===== src/rtl/rhc_pkg.sv =====
package rhc_pkg;

    // field widths
    localparam int COMP_W = 8;
    localparam int HUE_W  = 13;

    // fixed-point hue scaling, sixteenths of a degree
    localparam int SECTOR_UNITS = 960;
    localparam int FULL_CIRCLE  = 6 * SECTOR_UNITS;

    // divider sizing: numerators below 2**QUO_W times the divisor
    localparam int QUO_W = 10;
    localparam int NUM_W = COMP_W + QUO_W;

    // signed working width for the hue sum
    localparam int HSUM_W = 14;

    // default depth of the queue between classifier and divider pipe
    localparam int QUEUE_DEPTH = 4;

    // which component holds the maximum
    typedef enum logic [1:0] {
        SECT_RED   = 2'd0,
        SECT_GREEN = 2'd1,
        SECT_BLUE  = 2'd2
    } sector_t;

    // classified pixel, ready for division
    typedef struct packed {
        logic [NUM_W-1:0]  hue_num;
        logic [NUM_W-1:0]  sat_num;
        logic [COMP_W-1:0] delta;
        logic [COMP_W-1:0] bright;
        logic              hue_neg;
        sector_t           sector;
    } item_t;

endpackage


===== src/rtl/rhc_ifs.sv =====
interface rgb_if;
    logic                      valid;
    logic                      ready;
    logic [rhc_pkg::COMP_W-1:0] red_in;
    logic [rhc_pkg::COMP_W-1:0] green_in;
    logic [rhc_pkg::COMP_W-1:0] blue_in;

    modport source (output valid, output red_in, output green_in, output blue_in,
                    input ready);
    modport sink   (input valid, input red_in, input green_in, input blue_in,
                    output ready);
endinterface

interface hsv_if;
    logic                      valid;
    logic                      ready;
    logic [rhc_pkg::HUE_W-1:0]  hue_out;
    logic [rhc_pkg::COMP_W-1:0] sat_out;
    logic [rhc_pkg::COMP_W-1:0] bright_out;

    modport source (output valid, output hue_out, output sat_out, output bright_out,
                    input ready);
    modport sink   (input valid, input hue_out, input sat_out, input bright_out,
                    output ready);
endinterface


===== src/rtl/rhc_front.sv =====
module rhc_front
(
    rgb_if.sink              pixel,
    input  logic             q_ready,
    output logic             push,
    output rhc_pkg::item_t   item
);

    logic [rhc_pkg::COMP_W-1:0] mx;
    logic [rhc_pkg::COMP_W-1:0] mn;
    logic [rhc_pkg::COMP_W-1:0] delta;
    logic [rhc_pkg::COMP_W:0]   minuend;
    logic [rhc_pkg::COMP_W:0]   subtrahend;
    logic signed [rhc_pkg::COMP_W:0] diff;
    logic [rhc_pkg::COMP_W-1:0] mag;
    rhc_pkg::sector_t           sector;

    // transfer whenever the queue has room
    assign pixel.ready = q_ready;
    assign push        = pixel.valid && q_ready;

    // max, min and winning component, ties to red then green
    always_comb
    begin
        mx = pixel.red_in;
        mn = pixel.red_in;
        if (pixel.green_in > mx) mx = pixel.green_in;
        if (pixel.blue_in > mx)  mx = pixel.blue_in;
        if (pixel.green_in < mn) mn = pixel.green_in;
        if (pixel.blue_in < mn)  mn = pixel.blue_in;
        delta = mx - mn;

        if (pixel.red_in >= pixel.green_in && pixel.red_in >= pixel.blue_in)
        begin
            sector     = rhc_pkg::SECT_RED;
            minuend    = {1'b0, pixel.green_in};
            subtrahend = {1'b0, pixel.blue_in};
        end
        else if (pixel.green_in >= pixel.blue_in)
        begin
            sector     = rhc_pkg::SECT_GREEN;
            minuend    = {1'b0, pixel.blue_in};
            subtrahend = {1'b0, pixel.red_in};
        end
        else
        begin
            sector     = rhc_pkg::SECT_BLUE;
            minuend    = {1'b0, pixel.red_in};
            subtrahend = {1'b0, pixel.green_in};
        end
    end

    // signed spread inside the sector, split into sign and magnitude
    always_comb
    begin
        diff = signed'(minuend - subtrahend);
        mag  = diff[rhc_pkg::COMP_W] ? rhc_pkg::COMP_W'(-diff) : diff[rhc_pkg::COMP_W-1:0];
    end

    // numerators: 960 * mag and 255 * delta, built from shifts
    always_comb
    begin
        item.hue_num = (rhc_pkg::NUM_W'(mag) << 10) - (rhc_pkg::NUM_W'(mag) << 6);
        item.sat_num = (rhc_pkg::NUM_W'(delta) << 8) - rhc_pkg::NUM_W'(delta);
        item.delta   = delta;
        item.bright  = mx;
        item.hue_neg = diff[rhc_pkg::COMP_W];
        item.sector  = sector;
    end

endmodule


===== src/rtl/rhc_fifo.sv =====
module rhc_fifo
#(
    parameter int Depth = rhc_pkg::QUEUE_DEPTH
)
(
    input  logic           clk,
    input  logic           rst_n,
    input  logic           push,
    input  rhc_pkg::item_t push_item,
    output logic           push_ready,
    input  logic           pop,
    output logic           pop_valid,
    output rhc_pkg::item_t pop_item
);

    localparam int PtrW = $clog2(Depth);
    localparam int CntW = $clog2(Depth + 1);

    rhc_pkg::item_t mem_reg [Depth];
    logic [PtrW-1:0] wr_ptr_reg, wr_ptr_next;
    logic [PtrW-1:0] rd_ptr_reg, rd_ptr_next;
    logic [CntW-1:0] count_reg, count_next;

    assign push_ready = count_reg != CntW'(Depth);
    assign pop_valid  = count_reg != '0;
    assign pop_item   = mem_reg[rd_ptr_reg];

    // pointer and fill count update
    always_comb
    begin
        wr_ptr_next = wr_ptr_reg;
        rd_ptr_next = rd_ptr_reg;
        count_next  = count_reg;
        if (push)
            wr_ptr_next = (wr_ptr_reg == PtrW'(Depth - 1)) ? '0 : wr_ptr_reg + 1'b1;
        if (pop)
            rd_ptr_next = (rd_ptr_reg == PtrW'(Depth - 1)) ? '0 : rd_ptr_reg + 1'b1;
        if (push && !pop)
            count_next = count_reg + 1'b1;
        else if (pop && !push)
            count_next = count_reg - 1'b1;
    end

    always_ff @(posedge clk or negedge rst_n)
    begin
        if (!rst_n)
        begin
            wr_ptr_reg <= '0;
            rd_ptr_reg <= '0;
            count_reg  <= '0;
        end
        else
        begin
            wr_ptr_reg <= wr_ptr_next;
            rd_ptr_reg <= rd_ptr_next;
            count_reg  <= count_next;
        end
    end

    // storage
    always_ff @(posedge clk)
    begin
        if (push)
            mem_reg[wr_ptr_reg] <= push_item;
    end

    // no write into a full queue, no read from an empty one
    assert property (@(posedge clk) disable iff (!rst_n) push |-> push_ready)
        else $error("queue written while full");
    assert property (@(posedge clk) disable iff (!rst_n) pop |-> pop_valid)
        else $error("queue read while empty");
    assert property (@(posedge clk) disable iff (!rst_n)
                     (push && !pop) |=> count_reg == $past(count_reg) + 1'b1)
        else $error("fill count lost a write");

endmodule


===== src/rtl/rhc_back.sv =====
module rhc_back
(
    input  logic           clk,
    input  logic           rst_n,
    input  logic           q_valid,
    input  rhc_pkg::item_t q_item,
    output logic           q_pop,
    hsv_if.source          hsv
);

    localparam int Ns = rhc_pkg::QUO_W;

    logic                        stage_valid_reg [Ns+1];
    logic [rhc_pkg::NUM_W-1:0]   hue_rem_reg     [Ns+1];
    logic [rhc_pkg::NUM_W-1:0]   sat_rem_reg     [Ns+1];
    logic [rhc_pkg::QUO_W-1:0]   hue_quo_reg     [Ns+1];
    logic [rhc_pkg::QUO_W-1:0]   sat_quo_reg     [Ns+1];
    logic [rhc_pkg::COMP_W-1:0]  delta_reg       [Ns+1];
    logic [rhc_pkg::COMP_W-1:0]  bright_reg      [Ns+1];
    logic                        neg_reg         [Ns+1];
    rhc_pkg::sector_t            sector_reg      [Ns+1];

    logic                        out_valid_reg;
    logic [rhc_pkg::HUE_W-1:0]   hue_reg, hue_next;
    logic [rhc_pkg::COMP_W-1:0]  sat_reg, sat_next;
    logic [rhc_pkg::COMP_W-1:0]  bright_out_reg;

    logic                        advance;

    // whole pipe moves when the output register is free or being taken
    assign advance = !out_valid_reg || hsv.ready;
    assign q_pop   = advance && q_valid;

    // entry stage loads the classified pixel
    always_ff @(posedge clk or negedge rst_n)
    begin
        if (!rst_n)
            stage_valid_reg[0] <= 1'b0;
        else if (advance)
            stage_valid_reg[0] <= q_valid;
    end

    always_ff @(posedge clk)
    begin
        if (advance)
        begin
            hue_rem_reg[0] <= q_item.hue_num;
            sat_rem_reg[0] <= q_item.sat_num;
            hue_quo_reg[0] <= '0;
            sat_quo_reg[0] <= '0;
            delta_reg[0]   <= q_item.delta;
            bright_reg[0]  <= q_item.bright;
            neg_reg[0]     <= q_item.hue_neg;
            sector_reg[0]  <= q_item.sector;
        end
    end

    // restoring divider, one quotient bit per stage, two lanes side by side
    for (genvar k = 0; k < Ns; k++)
    begin : g_div
        localparam int Sh = rhc_pkg::QUO_W - 1 - k;

        logic [rhc_pkg::NUM_W-1:0] hue_dvs;
        logic [rhc_pkg::NUM_W-1:0] sat_dvs;
        logic                      hue_ge;
        logic                      sat_ge;

        always_comb
        begin
            hue_dvs = rhc_pkg::NUM_W'(delta_reg[k]) << Sh;
            sat_dvs = rhc_pkg::NUM_W'(bright_reg[k]) << Sh;
            hue_ge  = hue_rem_reg[k] >= hue_dvs;
            sat_ge  = sat_rem_reg[k] >= sat_dvs;
        end

        always_ff @(posedge clk or negedge rst_n)
        begin
            if (!rst_n)
                stage_valid_reg[k+1] <= 1'b0;
            else if (advance)
                stage_valid_reg[k+1] <= stage_valid_reg[k];
        end

        always_ff @(posedge clk)
        begin
            if (advance)
            begin
                hue_rem_reg[k+1] <= hue_ge ? hue_rem_reg[k] - hue_dvs : hue_rem_reg[k];
                sat_rem_reg[k+1] <= sat_ge ? sat_rem_reg[k] - sat_dvs : sat_rem_reg[k];
                hue_quo_reg[k+1] <= {hue_quo_reg[k][rhc_pkg::QUO_W-2:0], hue_ge};
                sat_quo_reg[k+1] <= {sat_quo_reg[k][rhc_pkg::QUO_W-2:0], sat_ge};
                delta_reg[k+1]   <= delta_reg[k];
                bright_reg[k+1]  <= bright_reg[k];
                neg_reg[k+1]     <= neg_reg[k];
                sector_reg[k+1]  <= sector_reg[k];
            end
        end
    end

    // floor for negative offsets, sector base, wrap into one turn
    logic [rhc_pkg::QUO_W:0]           off_mag;
    logic signed [rhc_pkg::HSUM_W-1:0] off_s;
    logic signed [rhc_pkg::HSUM_W-1:0] base_s;
    logic signed [rhc_pkg::HSUM_W-1:0] sum_s;
    logic signed [rhc_pkg::HSUM_W-1:0] wrap_s;

    always_comb
    begin
        off_mag = {1'b0, hue_quo_reg[Ns]}
                + (rhc_pkg::QUO_W + 1)'(neg_reg[Ns] && (hue_rem_reg[Ns] != '0));
        off_s   = neg_reg[Ns] ? -signed'(rhc_pkg::HSUM_W'(off_mag))
                              : signed'(rhc_pkg::HSUM_W'(off_mag));
        unique case (sector_reg[Ns])
            rhc_pkg::SECT_RED:   base_s = '0;
            rhc_pkg::SECT_GREEN: base_s = rhc_pkg::HSUM_W'(2 * rhc_pkg::SECTOR_UNITS);
            rhc_pkg::SECT_BLUE:  base_s = rhc_pkg::HSUM_W'(4 * rhc_pkg::SECTOR_UNITS);
            default:             base_s = '0;
        endcase
        sum_s  = base_s + off_s;
        wrap_s = (sum_s < 0) ? sum_s + rhc_pkg::HSUM_W'(rhc_pkg::FULL_CIRCLE) : sum_s;

        // grey pixel: no hue; black pixel: no saturation
        hue_next = (delta_reg[Ns] == '0) ? '0 : wrap_s[rhc_pkg::HUE_W-1:0];
        sat_next = (bright_reg[Ns] == '0) ? '0 : sat_quo_reg[Ns][rhc_pkg::COMP_W-1:0];
    end

    // output register
    always_ff @(posedge clk or negedge rst_n)
    begin
        if (!rst_n)
            out_valid_reg <= 1'b0;
        else if (advance)
            out_valid_reg <= stage_valid_reg[Ns];
    end

    always_ff @(posedge clk)
    begin
        if (advance)
        begin
            hue_reg        <= hue_next;
            sat_reg        <= sat_next;
            bright_out_reg <= bright_reg[Ns];
        end
    end

    assign hsv.valid      = out_valid_reg;
    assign hsv.hue_out    = hue_reg;
    assign hsv.sat_out    = sat_reg;
    assign hsv.bright_out = bright_out_reg;

    // a held result keeps the queue from draining into the pipe
    assert property (@(posedge clk) disable iff (!rst_n)
                     (hsv.valid && !hsv.ready) |-> !q_pop)
        else $error("queue popped while output stalled");
    assert property (@(posedge clk) disable iff (!rst_n)
                     hsv.valid |-> hsv.hue_out < rhc_pkg::HUE_W'(rhc_pkg::FULL_CIRCLE))
        else $error("hue outside one turn");
    assert property (@(posedge clk) disable iff (!rst_n)
                     (hsv.valid && hsv.bright_out == '0) |-> (hsv.sat_out == '0 &&
                                                               hsv.hue_out == '0))
        else $error("black pixel with hue or saturation");
    assert property (@(posedge clk) disable iff (!rst_n)
                     (hsv.valid && hsv.sat_out == '0) |-> hsv.hue_out == '0)
        else $error("grey pixel with nonzero hue");

endmodule


===== src/rtl/rgb_to_hsv_converter.sv =====
// channel  dir  fields                            width
// -------  ---  --------------------------------  ---------
// pixel    in   red_in, green_in, blue_in         8, 8, 8
// hsv      out  hue_out, sat_out, bright_out      13, 8, 8
//
// one pixel per clock sustained while the output is not stalled
// path: queue write, entry stage, 10 restoring divider stages, output register
// rst_n clears queue count and stage valid bits; no clearing pass
// a stalled output freezes the divider pipe; the queue keeps taking pixels until full
module rgb_to_hsv_converter
#(
    parameter int QueueDepth = rhc_pkg::QUEUE_DEPTH
)
(
    input  logic  clk,
    input  logic  rst_n,
    rgb_if.sink   pixel,
    hsv_if.source hsv
);

    logic           push;
    logic           push_ready;
    logic           pop;
    logic           pop_valid;
    rhc_pkg::item_t push_item;
    rhc_pkg::item_t pop_item;

    // classifier
    rhc_front u_front
    (
        .pixel   (pixel),
        .q_ready (push_ready),
        .push    (push),
        .item    (push_item)
    );

    // decoupling queue
    rhc_fifo #(.Depth(QueueDepth)) u_fifo
    (
        .clk        (clk),
        .rst_n      (rst_n),
        .push       (push),
        .push_item  (push_item),
        .push_ready (push_ready),
        .pop        (pop),
        .pop_valid  (pop_valid),
        .pop_item   (pop_item)
    );

    // divider pipe and output register
    rhc_back u_back
    (
        .clk     (clk),
        .rst_n   (rst_n),
        .q_valid (pop_valid),
        .q_item  (pop_item),
        .q_pop   (pop),
        .hsv     (hsv)
    );

endmodule

===== src/flat_wrapper.sv =====
// flat-port wrapper written by rule: the top's interface ports become plain ports
module rgb_to_hsv_converter_flat 
#(
    parameter int QueueDepth = rhc_pkg::QUEUE_DEPTH
)
  (clk, rst_n, pixel_valid, pixel_red_in, pixel_green_in, pixel_blue_in, pixel_ready, hsv_valid, hsv_hue_out, hsv_sat_out, hsv_bright_out, hsv_ready);
  rgb_if pixel_i ();
  hsv_if hsv_i ();
  input  logic clk;
  input  logic rst_n;
  input wire logic [$bits(pixel_i.valid)-1:0] pixel_valid;
  input wire logic [$bits(pixel_i.red_in)-1:0] pixel_red_in;
  input wire logic [$bits(pixel_i.green_in)-1:0] pixel_green_in;
  input wire logic [$bits(pixel_i.blue_in)-1:0] pixel_blue_in;
  output wire logic [$bits(pixel_i.ready)-1:0] pixel_ready;
  output wire logic [$bits(hsv_i.valid)-1:0] hsv_valid;
  output wire logic [$bits(hsv_i.hue_out)-1:0] hsv_hue_out;
  output wire logic [$bits(hsv_i.sat_out)-1:0] hsv_sat_out;
  output wire logic [$bits(hsv_i.bright_out)-1:0] hsv_bright_out;
  input wire logic [$bits(hsv_i.ready)-1:0] hsv_ready;
  assign pixel_i.valid = pixel_valid;
  assign pixel_i.red_in = pixel_red_in;
  assign pixel_i.green_in = pixel_green_in;
  assign pixel_i.blue_in = pixel_blue_in;
  assign pixel_ready = pixel_i.ready;
  assign hsv_valid = hsv_i.valid;
  assign hsv_hue_out = hsv_i.hue_out;
  assign hsv_sat_out = hsv_i.sat_out;
  assign hsv_bright_out = hsv_i.bright_out;
  assign hsv_i.ready = hsv_ready;
  rgb_to_hsv_converter #(.QueueDepth(QueueDepth)) u_core (.clk(clk), .rst_n(rst_n), .pixel(pixel_i), .hsv(hsv_i));
endmodule

===== config.mk =====
export PLATFORM = sky130hd
export DESIGN_NAME = rgb_to_hsv_converter_flat
export DESIGN_NICKNAME = d
export VERILOG_FILES = /design/src/rtl/rhc_pkg.sv /design/src/rtl/rhc_ifs.sv /design/src/rtl/rhc_front.sv /design/src/rtl/rhc_fifo.sv /design/src/rtl/rhc_back.sv /design/src/rtl/rgb_to_hsv_converter.sv /design/src/flat_wrapper.sv
export SDC_FILE = /design/constraint.sdc
export NUM_CORES = 1
export LEC_CHECK = 0
export ABC_CLOCK_PERIOD_IN_PS = 17840
export BUFFER_PORTS_ARGS = -buffer_cell sky130_fd_sc_hd__buf_2
export CORE_ASPECT_RATIO = 1.5
export CORE_MARGIN = 5
export CORE_UTILIZATION = 43
export CTS_CLUSTER_SIZE = 12
export DETAILED_ROUTE_END_ITERATION = 10
export SLEW_MARGIN = 30
export SYNTH_ARGS = -nofsm -noshare
export SYNTH_HDL_FRONTEND = slang
export SYNTH_SLANG_ARGS = --single-unit

===== constraint.sdc =====
create_clock -name clk -period 17.84 [get_ports clk]
set_input_delay 1.784 -clock clk [delete_from_list [all_inputs] [get_ports clk]]
set_output_delay 1.784 -clock clk [all_outputs]
set_load 0.05 [all_outputs]

==> flow_metrics.py, run 1 <==
metrics = {
    "yosys": {
        "synth.distinct_cells": 101,
        "synth_area_mm2": 0.0418,
        "synthArstFlopShare_pct": 2.21,
        "synth-seq-cells": 858,
        "ys.flop_type": "edfxtp_1",
        "synth_warnings": 0,
        "synth-seq-area-share_pct": 61.5,
        "postSynthAreaPerCell_um2": 13.3,
        "synth_edf_count": 839,
        "synth_cells": 3150,
    },
    "global_routing": {
        "gr-usage-met1_pct": 13.0,
        "grt_pass1_vias": 24700,
        "grt_max_degree": 177,
        "busiest_layer": "met2",
        "antenna_found_initial": 0,
        "grt_pass1_wl_um": 119000,
        "gr-usage-all-layers_pct": 14.0,
        "grt_overflow": 0,
        "grtUsageMet2_pct": 29.6,
        "grt.met3_usage_pct": 2.36,
    },
    "floorplanning": {
        "die-area_mm2": 0.104,
        "core.rowCount": 140,
        "die_x_um": 264,
        "num_io_pins": 59,
        "start_util_pct": 43.1,
        "fp.coreArea_mm2": 0.0969,
        "die_y_um": 392,
    },
    "cells_and_area": {
        "largest_reg_flops": 188,
        "stdcell_area_mm2": 0.0461,
        "diodes": 0,
        "layout-drive-gt1-share_pct": 9.94,
        "final_cells": 4597,
        "layout.nets": 3567,
        "n_fill_cell": 8486,
        "area_delta_synth_final_pct": 10.4,
    },
    "place": {
        "dpl_cell_area_mm2": 0.0437,
        "dp_cells": 4469,
        "dpl.hpwl_um": 52700,
        "globalplace.congestion": 0.837,
        "dp_slack_ps": 9480,
        "portBuffers": 58,
    },
    "clock_network": {
        "cts.sinks": 858,
        "cts_setup_buffers": 0,
        "clk_root_buffer_cell": "clkbuf_16",
        "cts_buffer_depth": 3,
        "postCtsHoldBufs": 0,
        "cts_made_buffers": 85,
        "ctsHtreeMaxLevel": 3,
        "cts_resized": 0,
        "cts_tree": "built",
        "cts.reportedPaths.clkPinSlew_ps": 60,
        "clock_latency_ps": 640,
    },
    "sta": {
        "hold_viol": 0,
        "drv_slew": 0,
        "min_period_over_period_pct": 43.6,
        "finalSetupTns_ps": 0,
        "layout_setup_ws_ps": 10060,
        "max_freq_mhz": 129,
        "tightestPinTransition_ps": 978,
        "setup_viol": 0,
        "slew_headroom_pct": 34.6,
        "finClkSkew_ps": 20.9,
        "fin_hold_ws_ps": 412,
        "rsz0062_at_grt": "no",
        "finalCriticalPeriod_ps": 7780,
    },
    "drt": {
        "dr.pass1.iters": 5,
        "avgRoutedWirePerCell_um": 15.8,
        "drt-total-wl_um": 72500,
        "dr_total_vias": 23600,
        "drc": 0,
        "vias_per_cell": 5.14,
        "drtIter0Drc": 1094,
        "drtAntennaViolNets": 0,
    },
    "run_status": {
        "run_status": "finished, final reports clean",
    },
    "critical_path": {
        "r2r_slack_ps": 12390,
        "timing.rr.start": "u_core.u_back.hue_rem_reg[10][1]",
        "cp_max_fo": 19,
        "critPathCapture": "u_core.u_fifo.mem_reg[0][51]",
        "crit_required_ps": 18270,
        "reg2reg_to": "u_core.u_back.hsv.hue_out[9]",
        "worstRegToRegCells": 22,
        "cp-end-kind": "flop",
        "setup.worst_path.start": "pixel_green_in[1]",
        "cp-start-kind": "input pin",
        "crit_type": "input pin to flop",
        "critPathArrivalTime_ps": 8210,
    },
    "run": {
        "max_cap_violations": 0,
    },
    "min_path": {
        "hold_depth": 0,
        "holdCritPathClass": "flop to flop",
    },
    "pwr": {
        "ir_drop_uv": 79.7,
        "power_density_mw_per_mm2": 200,
        "power_leakage_uw": 0.0174,
    },
}
==> critical path, stage by stage <==
cell	delay, ps
buf_2	130
inv_1	70
ha_1	300
nor2b_1	130
o211ai_1	180
a21boi_1	160
nor2_1	770
a221oi_2	280
buf_4	270
a21oi_1	170
ha_1	170
inv_1	50
fa_1	440
a211oi_2	400
o21bai_2	160
o41ai_4	220
buf_4	270
o21ai_0	140
xnor2_1	320
inv_1	130
ha_1	340
inv_1	50
a211o_1	280
a211oi_1	290
o21ai_1	150
o21bai_1	170
a21oi_1	100
xnor2_1	260
==> stage by stage <==
stage          total power [uW]  util, %
5_1_grt                    9920     47.6
3_5_place_dp               7710     45.1
2_1_floorplan              6920        -
4_1_cts                    9340     47.6
6_report                   9210     47.6
3_3_place_gp               7620     45.1
==> synth_stat cells, drive strengths merged (7+ instances only) <==
| cell | count | area share, % |
|---|---|---|
| edfxtp | 839 | 60 |
| inv | 309 | 2.8 |
| ha | 238 | 7.1 |
| nor2 | 219 | 2.0 |
| nand2 | 206 | 1.9 |
| o21ai | 179 | 2.2 |
| a21oi | 129 | 1.6 |
| xnor2 | 106 | 2.2 |
| xor2 | 104 | 2.2 |
| nor2b | 57 | 0.85 |
| nor3 | 54 | 0.66 |
| mux4 | 47 | 2.5 |
| a21o | 45 | 0.81 |
| a21boi | 43 | 0.77 |
| mux2i | 42 | 1.0 |
| nor4 | 42 | 0.67 |
| nand2b | 37 | 0.55 |
| mux2 | 35 | 0.95 |
| nand4 | 35 | 0.52 |
| o31ai | 35 | 0.64 |
| nand3 | 30 | 0.38 |
| clkbuf | 28 | 0.25 |
| fa | 23 | 1.1 |
| or3 | 22 | 0.33 |
| buf | 20 | 0.28 |
| dfrtp | 19 | 1.1 |
| o21a | 19 | 0.34 |
| and2 | 18 | 0.27 |
| a211oi | 16 | 0.31 |
| o21bai | 13 | 0.24 |
| and3 | 12 | 0.18 |
| or2 | 12 | 0.18 |
| or4 | 10 | 0.18 |
| nor4b | 9 | 0.22 |
| o211ai | 9 | 0.16 |
| a2111oi | 8 | 0.32 |
| nand3b | 8 | 0.14 |
| a31oi | 7 | 0.14 |
==> how the worst min path moves through the flow <==
stage | slack, ps | end | from
6_report | 410 | u_core.u_back.sat_quo_reg[9][1] | u_core.u_back.sat_quo_reg[8][0]
5_1_grt | 420 | u_core.u_back.sector_reg[4][0] | u_core.u_back.sector_reg[3][0]
4_1_cts | 420 | u_core.u_back.sat_quo_reg[9][1] | u_core.u_back.sat_quo_reg[8][0]
3_5_place_dp | 400 | u_core.u_back.hue_quo_reg[4][3] | u_core.u_back.hue_quo_reg[3][2]
3_3_place_gp | 400 | u_core.u_back.hue_quo_reg[8][1] | u_core.u_back.hue_quo_reg[7][0]
2_1_floorplan | 400 | u_core.u_back.hue_quo_reg[10][1] | u_core.u_back.hue_quo_reg[9][0]
==> layer usage <==
| metal | wire length, um | share of wire [%] |
|---|---|---|
| met2 | 43500 | 60 |
| met1 | 24500 | 34 |
| met4 | 2380 | 3.3 |
| met5 | 0 | 0 |
| met3 | 2190 | 3.0 |
==> report_power, final <==
group | switching (uW) | internal, uW
combinational | 2110 | 1580
clock | 696 | 902
sequential | 406 | 3520
total | 3210 | 6000
==> cell usage in the layout, fill, tap and decap left out, types with 87 or more instances in the layout <==
master / n
o21ai_0: 161
a21oi_1: 126
ha_1: 238
inv_1: 307
xor2_1: 101
nand2_1: 205
clkbuf_16: 87
edfxtp_1: 839
xnor2_1: 105
nor2_1: 216
==> final cells by class <==
type,instances,area [um2],share of cell area [%]
inverter,309,1170,2.53
tap,1278,1600,3.47
multi-input combinational,1938,14800,32.0
timing repair buffer,86,513,1.11
sequential,858,25700,55.7
clock buffer,111,2280,4.94
clock inverter,17,126,0.274
==> cell families after synthesis <==
| group | share of synthesized area (%) |
|---|---|
| mux | 4.49 |
| simple gates | 9.42 |
| flops | 61.5 |
| xor+xnor | 4.53 |
| compound gates | 8.56 |
| other cells | 0.00898 |
| buf+inv | 3.30 |
| fa+ha+maj | 8.23 |
Power figures use the tool's default switching activity.
==> run 2: changes to the inputs <==
--- a/config.mk
+++ b/config.mk
@@ -5,7 +5,7 @@
 export SDC_FILE = /design/constraint.sdc
 export NUM_CORES = 1
 export LEC_CHECK = 0
-export ABC_CLOCK_PERIOD_IN_PS = 17840
+export ABC_CLOCK_PERIOD_IN_PS = 7590
 export BUFFER_PORTS_ARGS = -buffer_cell sky130_fd_sc_hd__buf_2
 export CORE_ASPECT_RATIO = 1.5
 export CORE_MARGIN = 5
==> constraint.sdc (replaced) <==
create_clock -name clk -period 7.59 [get_ports clk]
set_input_delay 0.759 -clock clk [delete_from_list [all_inputs] [get_ports clk]]
set_output_delay 0.759 -clock clk [all_outputs]
set_load 0.05 [all_outputs]
==> run 2 against run 1 <==
Clock power up 130%. Sequential share of layout area barely moved. Cell count decreased by 0.17%. First-iteration DRC count decreased by 3.8%. Combinational power grew 140%. Clock skew down 7.7 ps. Hold slack worse by 340 ps. Largest cell class unchanged. Setup slack got worse by 8900 ps. Clock-buffer cell count decreased by 9. Critical path type unchanged. Utilization about the same. Via count decreased by 0.22%. Global-route usage down 0.11 points.
==> flow_metrics.py, run 2 (same netlist as run 1, synthesis figures left out) <==
metrics = {
    "critical_path": {
        "setup.worst_path.start": "pixel_red_in[0]",
        "max_stage_delay_ps": 530,
        "cp-start-kind": "input pin",
        "crit_type": "input pin to flop",
        "critPathArrivalTime_ps": 6820,
        "timing.rr.start": "u_core.u_back.hue_rem_reg[10][1]",
        "cp-end-kind": "flop",
        "worstRegToRegCells": 22,
        "worst_path_max_delay_cell": "a2111oi_0",
        "cp_max_fo": 11,
        "crit_required_ps": 7990,
        "r2r_slack_ps": 2110,
        "reg2reg_to": "u_core.u_back.hsv.hue_out[12]",
    },
    "sta": {
        "max_freq_mhz": 156,
        "setup_viol": 0,
        "finClkSkew_ps": 13.2,
        "finalCriticalPeriod_ps": 6420,
        "tightestPinTransition_ps": 894,
        "slew_headroom_pct": 40.3,
        "min_period_over_period_pct": 84.6,
        "finalSetupTns_ps": 0,
        "drv_slew": 0,
        "hold_viol": 0,
        "rsz0062_at_grt": "no",
    },
    "drt": {
        "drt-total-wl_um": 72600,
        "avgRoutedWirePerCell_um": 15.8,
        "dr.pass1.iters": 4,
        "drtIter0Drc": 1052,
        "dr_total_vias": 23600,
        "drc": 0,
        "vias_per_cell": 5.14,
        "drtAntennaViolNets": 0,
    },
    "clock_network": {
        "cts.reportedPaths.clkPinSlew_ps": 60,
        "cts.sinks": 858,
        "cts_tree": "built",
        "cts_made_buffers": 84,
        "cts_setup_buffers": 0,
        "cts_resized": 0,
        "ctsHtreeMaxLevel": 3,
        "cts_buffer_depth": 3,
        "clock_latency_ps": 620,
        "clk_root_buffer_cell": "clkbuf_16",
        "postCtsHoldBufs": 0,
    },
    "cells_and_area": {
        "area_delta_synth_final_pct": 10.5,
        "stdcell_area_mm2": 0.0462,
        "layout-drive-gt1-share_pct": 10.1,
        "most-common-layout-cells": "edfxtp_1 (839), inv_1 (307), ha_1 (238)",
        "largest_reg_flops": 188,
        "layout_commonest_cell": "edfxtp_1",
        "n_fill_cell": 8495,
        "diodes": 0,
        "layout.nets": 3573,
    },
    "global_routing": {
        "grt_max_degree": 142,
        "gr-usage-all-layers_pct": 13.9,
        "grt_pass1_vias": 24600,
        "antenna_found_initial": 0,
        "grt_pass1_wl_um": 118000,
        "grt.met3_usage_pct": 2.02,
        "gr-usage-met1_pct": 13.0,
        "grtUsageMet2_pct": 29.6,
        "busiest_layer": "met2",
        "grt_overflow": 0,
    },
    "floorplanning": {
        "start_util_pct": 43.1,
        "die_x_um": 264,
        "fp.coreArea_mm2": 0.0969,
        "num_io_pins": 59,
        "core.rowCount": 140,
        "die-area_mm2": 0.104,
        "die_y_um": 392,
    },
    "pwr": {
        "finalPower_uw": 21600,
        "power_density_mw_per_mm2": 469,
        "power_leakage_uw": 0.0174,
        "ir_drop_uv": 189,
    },
    "run": {
        "max_cap_violations": 0,
    },
    "place": {
        "portBuffers": 58,
        "dpl_cell_area_mm2": 0.0438,
        "globalplace.congestion": 0.848,
        "dpl.hpwl_um": 53000,
    },
    "run_status": {
        "run_status": "finished, final reports clean",
    },
    "min_path": {
        "holdCritPathClass": "input pin to async pin",
    },
}
## run 2: metrics by stage
step | utilization, % | hold WS [ps] | setup WS (ps) | std cells
3_3_place_gp | 45.2 | 401 | 647 | 4475
5_1_grt | 47.6 | 75.9 | 765 | 4589
3_5_place_dp | 45.2 | 405 | 551 | 4475
2_1_floorplan | - | 400 | -3680 | 3153
4_1_cts | 47.6 | 44.5 | 1190 | 4588
6_report | 47.6 | 73.9 | 1170 | 4589
## run 2: routing by layer
layer / routed length, um / part of all wire (%)
met5: 0 / 0
met2: 43400 / 60
met3: 1920 / 2.7
met4: 2230 / 3.1
met1: 25000 / 35
## run 2: cell type report
cell class,count,area [um2],area share [%]
clock inverter,11,73.8,0.160
tap,1278,1600,3.46
sequential,858,25700,55.6
multi-input combinational,1938,14800,32.0
inverter,309,1160,2.52
timing repair buffer,93,591,1.28
clock buffer,102,2280,4.93
## run 2: worst max path at each step
| stage | depth (start not counted) | endpoint |
|---|---|---|
| final | 29 | u_core.u_fifo.mem_reg[3][51] |
| after global routing | 29 | u_core.u_fifo.mem_reg[3][51] |
| after global placement | 29 | u_core.u_fifo.mem_reg[0][51] |
| after detailed placement | 29 | u_core.u_fifo.mem_reg[3][51] |
| after floorplan | 3 | u_core.u_back.bright_reg[0][0] |
| after CTS | 29 | u_core.u_fifo.mem_reg[3][51] |
## run 2: where the power goes
group | leakage, uW | internal [uW] | switching (uW)
combinational | 0.00801 | 3730 | 4980
clock | 0.00115 | 2120 | 1590
sequential | 0.00823 | 8270 | 944
## run 2: critical path, delay by kind of cell
family | cells | cell delay [ps]
XOR/XNOR | 2 | 540
AND/OR/NAND/NOR | 1 | 140
AO/OA/AOI/OAI | 16 | 3480
buffers and inverters | 6 | 660
adder cells (fa/ha/maj) | 4 | 1230
